File: src/sv/biquad_iir_fixed_point_top_macros.svh
// Assertion macros shared by the biquad filter RTL.
`ifndef BIQUAD_IIR_FIXED_POINT_TOP_MACROS_SVH
`define BIQUAD_IIR_FIXED_POINT_TOP_MACROS_SVH

// Check a condition at every rising clock edge outside reset.
`define BQ_ASSERT_ALWAYS(label, clk, rst_n, cond) \
    label: assert property (@(posedge clk) disable iff (!rst_n) (cond)) \
        else $error("biquad: invariant violated");

// Check that a trigger in one cycle implies a condition in the next.
`define BQ_ASSERT_NEXT(label, clk, rst_n, trig, cond) \
    label: assert property (@(posedge clk) disable iff (!rst_n) (trig) |=> (cond)) \
        else $error("biquad: sequence violated");

`endif

File: src/sv/biquad_pkg.sv
// Package with register map, reset values and shared types of the biquad filter.
`default_nettype none

package biquad_pkg;

    localparam int unsigned DataW = 16;
    localparam int unsigned AddrW = 5;
    localparam int unsigned BusW  = 32;

    // Register indexes (byte address is 4 * index)
    localparam logic [2:0] REG_B0    = 3'd0;
    localparam logic [2:0] REG_B1    = 3'd1;
    localparam logic [2:0] REG_B2    = 3'd2;
    localparam logic [2:0] REG_A1    = 3'd3;
    localparam logic [2:0] REG_A2    = 3'd4;
    localparam logic [2:0] REG_INIT1 = 3'd5;
    localparam logic [2:0] REG_INIT2 = 3'd6;

    // Reset values
    localparam logic signed [DataW-1:0] RST_B0    = 16'sh76B0;
    localparam logic signed [DataW-1:0] RST_B1    = 16'sh76B0;
    localparam logic signed [DataW-1:0] RST_B2    = 16'sh76B0;
    localparam logic signed [DataW-1:0] RST_A1    = 16'sd29863;
    localparam logic signed [DataW-1:0] RST_A2    = -16'sd27433;
    localparam logic signed [DataW-1:0] RST_INIT1 = 16'shC000;
    localparam logic signed [DataW-1:0] RST_INIT2 = 16'shC000;

    // Priming counter codes
    localparam logic [1:0] PRIME_NONE = 2'd0;
    localparam logic [1:0] PRIME_ONE  = 2'd1;
    localparam logic [1:0] PRIME_TWO  = 2'd2;

    // Rounding offsets for the five product terms
    localparam logic signed [32:0] RND_24 = 33'sd8388608;
    localparam logic signed [32:0] RND_23 = 33'sd4194304;
    localparam logic signed [32:0] RND_14 = 33'sd8192;
    localparam logic signed [32:0] RND_15 = 33'sd16384;

    // Filter coefficients and initial conditions
    typedef struct packed {
        logic signed [DataW-1:0] b0;
        logic signed [DataW-1:0] b1;
        logic signed [DataW-1:0] b2;
        logic signed [DataW-1:0] a1;
        logic signed [DataW-1:0] a2;
        logic signed [DataW-1:0] init1;
        logic signed [DataW-1:0] init2;
    } coef_t;

endpackage

`default_nettype wire

File: src/sv/biquad_regs.sv
// Configuration register file of the biquad filter on an APB-style port.
`default_nettype none

module biquad_regs
    import biquad_pkg::*;
(
    input  wire logic             clk,
    input  wire logic             rst_n,
    input  wire logic             psel,
    input  wire logic             penable,
    input  wire logic             pwrite,
    input  wire logic [AddrW-1:0] paddr,
    input  wire logic [BusW-1:0]  pwdata,
    output logic      [BusW-1:0]  prdata,
    output logic                  pready,
    output coef_t                 coef
);

    coef_t            coef_reg;
    coef_t            coef_next;
    logic [2:0]       reg_index;
    logic             wr_en;
    logic [DataW-1:0] wr_data;
    logic [DataW-1:0] rd_data;

    assign pready    = 1'b1;
    assign reg_index = paddr[4:2];
    assign wr_en     = psel && penable && pwrite;
    assign wr_data   = pwdata[DataW-1:0];
    assign coef      = coef_reg;

    // Decode the write request; ignore unknown indexes
    always_comb
    begin
        coef_next = coef_reg;
        if (wr_en)
        begin
            case (reg_index)
                REG_B0:    coef_next.b0    = wr_data;
                REG_B1:    coef_next.b1    = wr_data;
                REG_B2:    coef_next.b2    = wr_data;
                REG_A1:    coef_next.a1    = wr_data;
                REG_A2:    coef_next.a2    = wr_data;
                REG_INIT1: coef_next.init1 = wr_data;
                REG_INIT2: coef_next.init2 = wr_data;
                default:   coef_next       = coef_reg;
            endcase
        end
    end

    always_ff @(posedge clk or negedge rst_n)
    begin
        if (!rst_n)
        begin
            coef_reg.b0    <= RST_B0;
            coef_reg.b1    <= RST_B1;
            coef_reg.b2    <= RST_B2;
            coef_reg.a1    <= RST_A1;
            coef_reg.a2    <= RST_A2;
            coef_reg.init1 <= RST_INIT1;
            coef_reg.init2 <= RST_INIT2;
        end
        else
        begin
            coef_reg <= coef_next;
        end
    end

    // Return the addressed register, sign-extended to the bus
    always_comb
    begin
        case (reg_index)
            REG_B0:    rd_data = coef_reg.b0;
            REG_B1:    rd_data = coef_reg.b1;
            REG_B2:    rd_data = coef_reg.b2;
            REG_A1:    rd_data = coef_reg.a1;
            REG_A2:    rd_data = coef_reg.a2;
            REG_INIT1: rd_data = coef_reg.init1;
            REG_INIT2: rd_data = coef_reg.init2;
            default:   rd_data = '0;
        endcase
    end

    assign prdata = {{(BusW-DataW){rd_data[DataW-1]}}, rd_data};

endmodule

`default_nettype wire

File: src/sv/biquad_mac.sv
// Five-term multiply, round and sum of one biquad output sample.
`default_nettype none

module biquad_mac
    import biquad_pkg::*;
(
    input  wire coef_t                   coef,
    input  wire logic signed [DataW-1:0] x0,
    input  wire logic signed [DataW-1:0] x1,
    input  wire logic signed [DataW-1:0] x2,
    input  wire logic signed [DataW-1:0] y1,
    input  wire logic signed [DataW-1:0] y2,
    output logic signed [DataW-1:0] y0
);

    logic signed [31:0] p_b0, p_b1, p_b2, p_a1, p_a2;
    logic signed [32:0] r_b0, r_b1, r_b2, r_a1, r_a2;
    logic signed [32:0] s_b0, s_b1, s_b2, s_a1, s_a2;

    // Full 16x16 signed products
    assign p_b0 = coef.b0 * x0;
    assign p_b1 = coef.b1 * x1;
    assign p_b2 = coef.b2 * x2;
    assign p_a1 = coef.a1 * y1;
    assign p_a2 = coef.a2 * y2;

    // Add half an LSB of the target scale
    assign r_b0 = {p_b0[31], p_b0} + RND_24;
    assign r_b1 = {p_b1[31], p_b1} + RND_23;
    assign r_b2 = {p_b2[31], p_b2} + RND_24;
    assign r_a1 = {p_a1[31], p_a1} + RND_14;
    assign r_a2 = {p_a2[31], p_a2} + RND_15;

    // Floor-shift each term to Q2.14
    assign s_b0 = r_b0 >>> 24;
    assign s_b1 = r_b1 >>> 23;
    assign s_b2 = r_b2 >>> 24;
    assign s_a1 = r_a1 >>> 14;
    assign s_a2 = r_a2 >>> 15;

    // Sum modulo 2^16; only the low bits of each term matter
    assign y0 = s_b0[DataW-1:0] + s_b1[DataW-1:0] + s_b2[DataW-1:0]
              + s_a1[DataW-1:0] + s_a2[DataW-1:0];

endmodule

`default_nettype wire

File: src/sv/biquad_iir_fixed_point_top.sv
// Top level of the direct-form-1 biquad filter: handshake, history and result stage.
//
// Usage:
//   Request channel: req_valid/req_stall carry sample and restart. A request is
//   taken at an edge where req_valid is high and req_stall is low.
//   Result channel: res_valid/res_stall carry filtered, taken the same way.
//   Coefficients and initial conditions sit on the APB-style port, registers
//   at byte addresses 0..24; pready is always high.
//   A request lands in an input register; the five 16x16 products, rounding
//   and 16-bit wrapping sum are combinational, and the result register is
//   loaded from them when a request that gives a result advances.
//   Throughput is one request per cycle while no held result stalls the input
//   register, bounded by the feedback of y[n-1] through the multiply-add path.
//   The first two requests after reset, and the two starting at a request
//   with restart set, only fill the input history and give no result; the
//   output history is loaded from the initial-condition registers then.
//   Reset clears both stages, zeroes the input history and arms priming.
//   While res_stall holds, the result waits; one more request may enter the
//   input register; if it gives a result, req_stall rises until the result is taken.
`default_nettype none
`include "biquad_iir_fixed_point_top_macros.svh"

module biquad_iir_fixed_point_top
    import biquad_pkg::*;
(
    input  wire logic                    clk,
    input  wire logic                    rst_n,
    input  wire logic                    psel,
    input  wire logic                    penable,
    input  wire logic                    pwrite,
    input  wire logic [AddrW-1:0]        paddr,
    input  wire logic [BusW-1:0]         pwdata,
    output logic      [BusW-1:0]         prdata,
    output logic                         pready,
    input  wire logic                    req_valid,
    output logic                         req_stall,
    input  wire logic signed [DataW-1:0] sample,
    input  wire logic                    restart,
    output logic                         res_valid,
    input  wire logic                    res_stall,
    output logic signed [DataW-1:0]      filtered
);

    coef_t coef;

    // Input stage
    logic                    in_valid_reg;
    logic signed [DataW-1:0] sample_reg;
    logic                    restart_reg;

    // Filter history
    logic signed [DataW-1:0] x1_reg, x1_next;
    logic signed [DataW-1:0] x2_reg, x2_next;
    logic signed [DataW-1:0] y1_reg, y1_next;
    logic signed [DataW-1:0] y2_reg, y2_next;
    logic [1:0]              prime_reg, prime_next;

    // Result stage
    logic                    out_valid_reg;
    logic signed [DataW-1:0] filtered_reg;

    logic                    req_take;
    logic                    advance;
    logic                    prime_start;
    logic [1:0]              prime_eff;
    logic                    produce;
    logic signed [DataW-1:0] y1_eff;
    logic signed [DataW-1:0] y2_eff;
    logic signed [DataW-1:0] y_new;

    biquad_regs u_regs (
        .clk     (clk),
        .rst_n   (rst_n),
        .psel    (psel),
        .penable (penable),
        .pwrite  (pwrite),
        .paddr   (paddr),
        .pwdata  (pwdata),
        .prdata  (prdata),
        .pready  (pready),
        .coef    (coef)
    );

    // Resolve priming for the request in the input stage
    assign prime_start = restart_reg || (prime_reg == PRIME_TWO);
    assign prime_eff   = prime_start ? PRIME_TWO : prime_reg;
    assign produce     = (prime_eff == PRIME_NONE);
    assign y1_eff      = prime_start ? coef.init1 : y1_reg;
    assign y2_eff      = prime_start ? coef.init2 : y2_reg;

    biquad_mac u_mac (
        .coef (coef),
        .x0   (sample_reg),
        .x1   (x1_reg),
        .x2   (x2_reg),
        .y1   (y1_eff),
        .y2   (y2_eff),
        .y0   (y_new)
    );

    // Advance when the request yields nothing or the result stage frees up
    assign advance   = in_valid_reg && (!produce || !out_valid_reg || !res_stall);
    assign req_stall = in_valid_reg && !advance;
    assign req_take  = req_valid && !req_stall;

    assign res_valid = out_valid_reg;
    assign filtered  = filtered_reg;

    // Next history values
    always_comb
    begin
        x1_next    = x1_reg;
        x2_next    = x2_reg;
        y1_next    = y1_reg;
        y2_next    = y2_reg;
        prime_next = prime_reg;
        if (advance)
        begin
            x2_next = x1_reg;
            x1_next = sample_reg;
            if (produce)
            begin
                y2_next    = y1_reg;
                y1_next    = y_new;
                prime_next = PRIME_NONE;
            end
            else
            begin
                y1_next    = y1_eff;
                y2_next    = y2_eff;
                prime_next = prime_eff - PRIME_ONE;
            end
        end
    end

    // Hold history and priming count
    always_ff @(posedge clk or negedge rst_n)
    begin
        if (!rst_n)
        begin
            x1_reg    <= '0;
            x2_reg    <= '0;
            y1_reg    <= RST_INIT1;
            y2_reg    <= RST_INIT2;
            prime_reg <= PRIME_TWO;
        end
        else
        begin
            x1_reg    <= x1_next;
            x2_reg    <= x2_next;
            y1_reg    <= y1_next;
            y2_reg    <= y2_next;
            prime_reg <= prime_next;
        end
    end

    // Capture an incoming request; drop it once it has advanced
    always_ff @(posedge clk or negedge rst_n)
    begin
        if (!rst_n)
        begin
            in_valid_reg <= 1'b0;
        end
        else if (req_take)
        begin
            in_valid_reg <= 1'b1;
        end
        else if (advance)
        begin
            in_valid_reg <= 1'b0;
        end
    end

    always_ff @(posedge clk)
    begin
        if (req_take)
        begin
            sample_reg  <= sample;
            restart_reg <= restart;
        end
    end

    // Load a new result or retire the taken one
    always_ff @(posedge clk or negedge rst_n)
    begin
        if (!rst_n)
        begin
            out_valid_reg <= 1'b0;
        end
        else if (advance && produce)
        begin
            out_valid_reg <= 1'b1;
        end
        else if (!res_stall)
        begin
            out_valid_reg <= 1'b0;
        end
    end

    always_ff @(posedge clk)
    begin
        if (advance && produce)
        begin
            filtered_reg <= y_new;
        end
    end

    // Checks on the stage control and priming
    `BQ_ASSERT_NEXT(a_result_loaded, clk, rst_n, advance && produce, out_valid_reg)
    `BQ_ASSERT_NEXT(a_result_kept, clk, rst_n, out_valid_reg && res_stall, out_valid_reg)
    `BQ_ASSERT_NEXT(a_restart_primes, clk, rst_n, advance && restart_reg, prime_reg == PRIME_ONE)
    `BQ_ASSERT_NEXT(a_prime_loads_init, clk, rst_n, advance && prime_start, y1_reg == $past(coef.init1))
    `BQ_ASSERT_ALWAYS(a_prime_range, clk, rst_n, prime_reg != 2'd3)

endmodule

`default_nettype wire

File: config.mk
export PLATFORM = sky130hd
export DESIGN_NAME = biquad_iir_fixed_point_top
export DESIGN_NICKNAME = d
export VERILOG_FILES = /design/src/sv/biquad_pkg.sv /design/src/sv/biquad_regs.sv /design/src/sv/biquad_mac.sv /design/src/sv/biquad_iir_fixed_point_top.sv
export VERILOG_INCLUDE_DIRS = /design/src /design/src/sv
export SDC_FILE = /design/constraint.sdc
export NUM_CORES = 2
export LEC_CHECK = 0
export BUFFER_PORTS_ARGS = -buffer_cell sky130_fd_sc_hd__buf_2
export CORE_MARGIN = 8
export CORE_UTILIZATION = 50
export DETAILED_ROUTE_END_ITERATION = 8
export GPL_ROUTABILITY_DRIVEN = 0
export GPL_TIMING_DRIVEN = 0
export PLACE_DENSITY = 0.66
export SETUP_SLACK_MARGIN = 0.2
export SYNTH_ARGS = -nofsm -noshare
export SYNTH_HDL_FRONTEND = slang
export SYNTH_SLANG_ARGS = --single-unit
File: constraint.sdc
create_clock -name clk -period 12.2 [get_ports clk]
set_input_delay 0.61 -clock clk [delete_from_list [all_inputs] [get_ports clk]]
set_output_delay 0.61 -clock clk [all_outputs]
set_load 0.01 [all_outputs]
==> PnR_summary.wiki <==
{| class="wikitable"
! Metric !! Value
|-
| Top cells by area in the synthesized netlist || sky130_fd_sc_hd__fa_1 46%, sky130_fd_sc_hd__inv_1 10%, sky130_fd_sc_hd__ha_1 9.2%
|-
| Post-DR vias/cell || 5.31
|-
| Syn Area/Cell || 9.65 µm²
|-
| Number of buffers added by the clock tree synthesis step || 23
|-
| Gr ovfl total || 0
|-
| Number of flip-flops under the largest register name || around 110
|-
| Relative slew margins || between 10% and 20%
|-
| Cell accounting for the most synthesized area || sky130_fd_sc_hd__fa_1
|-
| Maximum operating frequency || roughly 0.086 GHz
|-
| Delay of the slowest critical-path stage || roughly 0.61 ns
|-
| First-pass GRT wire length || 252 mm
|-
| Area share of the largest cell type after synthesis || approximately 46%
|-
| Drt total wl || approximately 160 mm
|-
| Remaining design rule violation count || 0
|-
| Number of hold-slack violations in the final timing report || 0
|-
| DR iter-0 viols || about 2.9k
|-
| CTS HTree Levels || 1
|-
| Dominant cell by count in the synthesized netlist || sky130_fd_sc_hd__inv_1
|-
| Maximum clock insertion buffer count || 3
|-
| Outcome || complete, no violations
|-
| YS warnings || 0
|-
| Number of fill cells || 10.3k
|-
| Half-perimeter wire length after detailed placement || 134 mm
|-
| Actual slew at the worst max-slew pin || 1.25 ns
|-
| 1st-pass router iterations || 6
|-
| Fraction of the cycle the final worst path needs || a little over nine tenths
|-
| RSZ-0062 raised after global routing || false
|-
| Clk Latency, worst-skew pair || roughly 0.57 ns
|-
| Flops & latches, synth || 213
|-
| Layout cell share with drive strength beyond 1 || 8.45%
|-
| Number of flops mapped to enable cells by yosys || 33
|-
| Synth-to-Final Area Change || 6.08%
|-
| Final-layout setup total negative slack || 0 ns
|-
| Cell Area, Synth || 0.0576 mm²
|-
| Kind of end point of the critical path || register
|-
| Final hold slack || 0.0302 ns
|-
| Portion of the post-synthesis area used by sequential elements || around a tenth
|-
| Post-DRT Antenna Nets || 0
|-
| Chip Height || roughly 360 µm
|-
| Required time at the worst-slack endpoint || ~13 ns
|-
| Full die area || roughly 0.13 mm²
|-
| Max-cap violations || 0
|-
| Clock tree from TritonCTS || done
|-
| Final setup violation count || 0
|-
| Root buffer cell || sky130_fd_sc_hd__clkbuf_16
|-
| Share of flip-flops with an asynchronous set or reset after synthesis || 84.5%
|-
| Clk slew on worst S/H paths || 0.07 ns
|-
| Synth cell types || 73
|-
| Core area || 0.114 mm²
|-
| Net count of the finished layout || 7914
|-
| Kind of critical path || register to register
|-
| Area occupied by registers || approximately 0.0056 mm²
|-
| Std-Cell Rows || 124
|-
| Clock skew after layout || 0.0167 ns
|-
| Number of global-route vias before repair || approximately 44k
|-
| Die X-Extent || ~360 µm
|-
| Most frequent cells after synthesis || 1533 x sky130_fd_sc_hd__inv_1, 1338 x sky130_fd_sc_hd__fa_1, 713 x sky130_fd_sc_hd__nand2_1
|-
| Startpoint kind of the worst setup timing path || register
|-
| Critical-path top delay cell || sky130_fd_sc_hd__fa_1
|-
| I/O pin cnt || approximately 110
|-
| Crit path arrival time || 12.05 ns
|-
| Largest net degree at the start of global routing || around 100
|-
| Starting Density || between 50% and 60%
|-
| CP max FO || 10
|-
| Final slew viol count || 0
|-
| Most common cell on crit path || sky130_fd_sc_hd__fa_1
|-
| Flip-flop cell with the highest count after synthesis || sky130_fd_sc_hd__dfrtp_1
|-
| Num Clock Sinks || approximately 210
|-
| Path category of the worst min-delay check || input port to async pin
|-
| Total routing usage reported by global routing || between 20% and 30%
|-
| Quantity of I/O buffers inserted on ports || a little under 90
|-
| Initial antenna violation count || 17
|-
| Per-cell routed wire length || 20.7 µm
|-
| Fin crit period || 11.56 ns
|-
| Net count of the mapped netlist || 7797
|-
| Total number of vias || roughly 40k
|-
| Gate count of the mapped netlist || between 5k and 6k
|-
| Area used by multi-input combinational logic || 0.0455 mm²
|}
[cell families (layout without fill, tap and decap cells)]
logic type	after synthesis	count (layout)	share of synthesized area (%)
DFF	213	213	9.64
adders and majority gates	1760	1760	55.6
and+or+nand+nor	1558	1558	13.1
muxes	222	222	4.33
AOI/OAI and AO/OA	313	313	3.50
xor gates and xnor gates	133	133	2.06
buffers and inverters	1776	1910	11.7
other	1	14	0.00651
[layout make-up]
type,count,area share [%]
diodes,13,0.0532
plain buffers,236,1.71
clock buffers,30,1.07
clock inverters,12,0.196
inverters,1535,9.42
multi-input cells,3987,74.5
flip-flops and latches,213,9.09
well taps,1512,3.09
repair buffers,97,0.909
[through the flow]
step           instance area, µm²  utilization, %  cells  worst slack (ns)
6_report                    61100            53.5   7635             0.638
5_1_grt                     61100            53.5   7626             0.168
4_1_cts                     60900            53.2   7617             0.215
3_5_place_dp                60100            52.5   7579            -0.845
3_3_place_gp                60000            52.5   7577            -0.737
2_1_floorplan               57600               -   5976              1.70
[metal layers]
layer,up-vias,wire length [µm],share of wire [%],GRT usage [%]
li1,17700,-,-,-
met1,21000,65700,41,35.4
met2,1575,72100,46,40.1
met3,319,14400,9.1,5.58
met4,4,6060,3.8,8.26
met5,-,28,0.018,0
[critical path, delay by kind of cell (launching register included)]
family,cells,cell delay (ns)
DFF,1,0.60
buffers and inverters,7,1.05
AOI/OAI and AO/OA,14,2.75
and+or+nand+nor,3,0.44
adders and majority gates,10,4.71
xor gates and xnor gates,10,1.92
[placed cells by master (no fill, tap or decap), types with 5 or more instances in the layout]
master                      count
sky130_fd_sc_hd__a31oi_1        6
sky130_fd_sc_hd__o21ai_0       66
sky130_fd_sc_hd__xnor2_2        7
sky130_fd_sc_hd__nor2b_1       93
sky130_fd_sc_hd__nand2_1      711
sky130_fd_sc_hd__edfxtp_1      33
sky130_fd_sc_hd__fa_1        1335
sky130_fd_sc_hd__o22ai_1        6
sky130_fd_sc_hd__nand4_1       13
sky130_fd_sc_hd__a221oi_1       6
sky130_fd_sc_hd__or2_2         29
sky130_fd_sc_hd__mux2i_1       50
sky130_fd_sc_hd__a211oi_1       6
sky130_fd_sc_hd__clkbuf_1     142
sky130_fd_sc_hd__a21oi_1       92
sky130_fd_sc_hd__buf_1         10
sky130_fd_sc_hd__ha_1         422
sky130_fd_sc_hd__nor3_1        22
sky130_fd_sc_hd__buf_2         94
sky130_fd_sc_hd__xnor2_1      100
sky130_fd_sc_hd__dfrtp_1      128
sky130_fd_sc_hd__nand3_1       20
sky130_fd_sc_hd__clkbuf_16     24
sky130_fd_sc_hd__xor2_1        22
sky130_fd_sc_hd__nor2_1       145
sky130_fd_sc_hd__dfstp_2       51
sky130_fd_sc_hd__o21bai_1       8
sky130_fd_sc_hd__and2_1       461
sky130_fd_sc_hd__buf_4         24
sky130_fd_sc_hd__mux2_2       164
sky130_fd_sc_hd__a21o_1        46
sky130_fd_sc_hd__diode_2       13
sky130_fd_sc_hd__clkbuf_2      62
sky130_fd_sc_hd__o21a_1        13
sky130_fd_sc_hd__or3_1          9
sky130_fd_sc_hd__o31ai_1        5
sky130_fd_sc_hd__inv_1       1532
sky130_fd_sc_hd__nand2b_1      37
sky130_fd_sc_hd__o221ai_1       8
[repair_timing]
action                                  4_1_cts  5_1_grt
hold buffers                                  0        0
cloned                                        0        0
resized for setup                            31      119
buffers inserted                              0        6
endpoints found under the setup margin        7        8
pin swaps                                     0        3
[final timing paths]
| kind | depth (start not counted) | slack [ns] | endpoint | start |
|---|---|---|---|---|
| min in group clk | 1 | 0.22 | sample_reg[15] | sample[15] |
| worst min-delay path | 2 | 0.03 | x2_reg[14] | rst_n |
| max in group asynchronous | 3 | 11.22 | u_regs.coef[76] | rst_n |
| worst max-delay path | 44 | 0.64 | y1_reg[15] | sample_reg[10] |
| worst min register to register | 2 | 0.48 | y2_reg[14] | y2_reg[14] |
| worst max register to register | 44 | 0.64 | y1_reg[15] | sample_reg[10] |
Power is not shown: default switching activity piles up to over one toggle a cycle in this logic, so the estimate is an artifact.
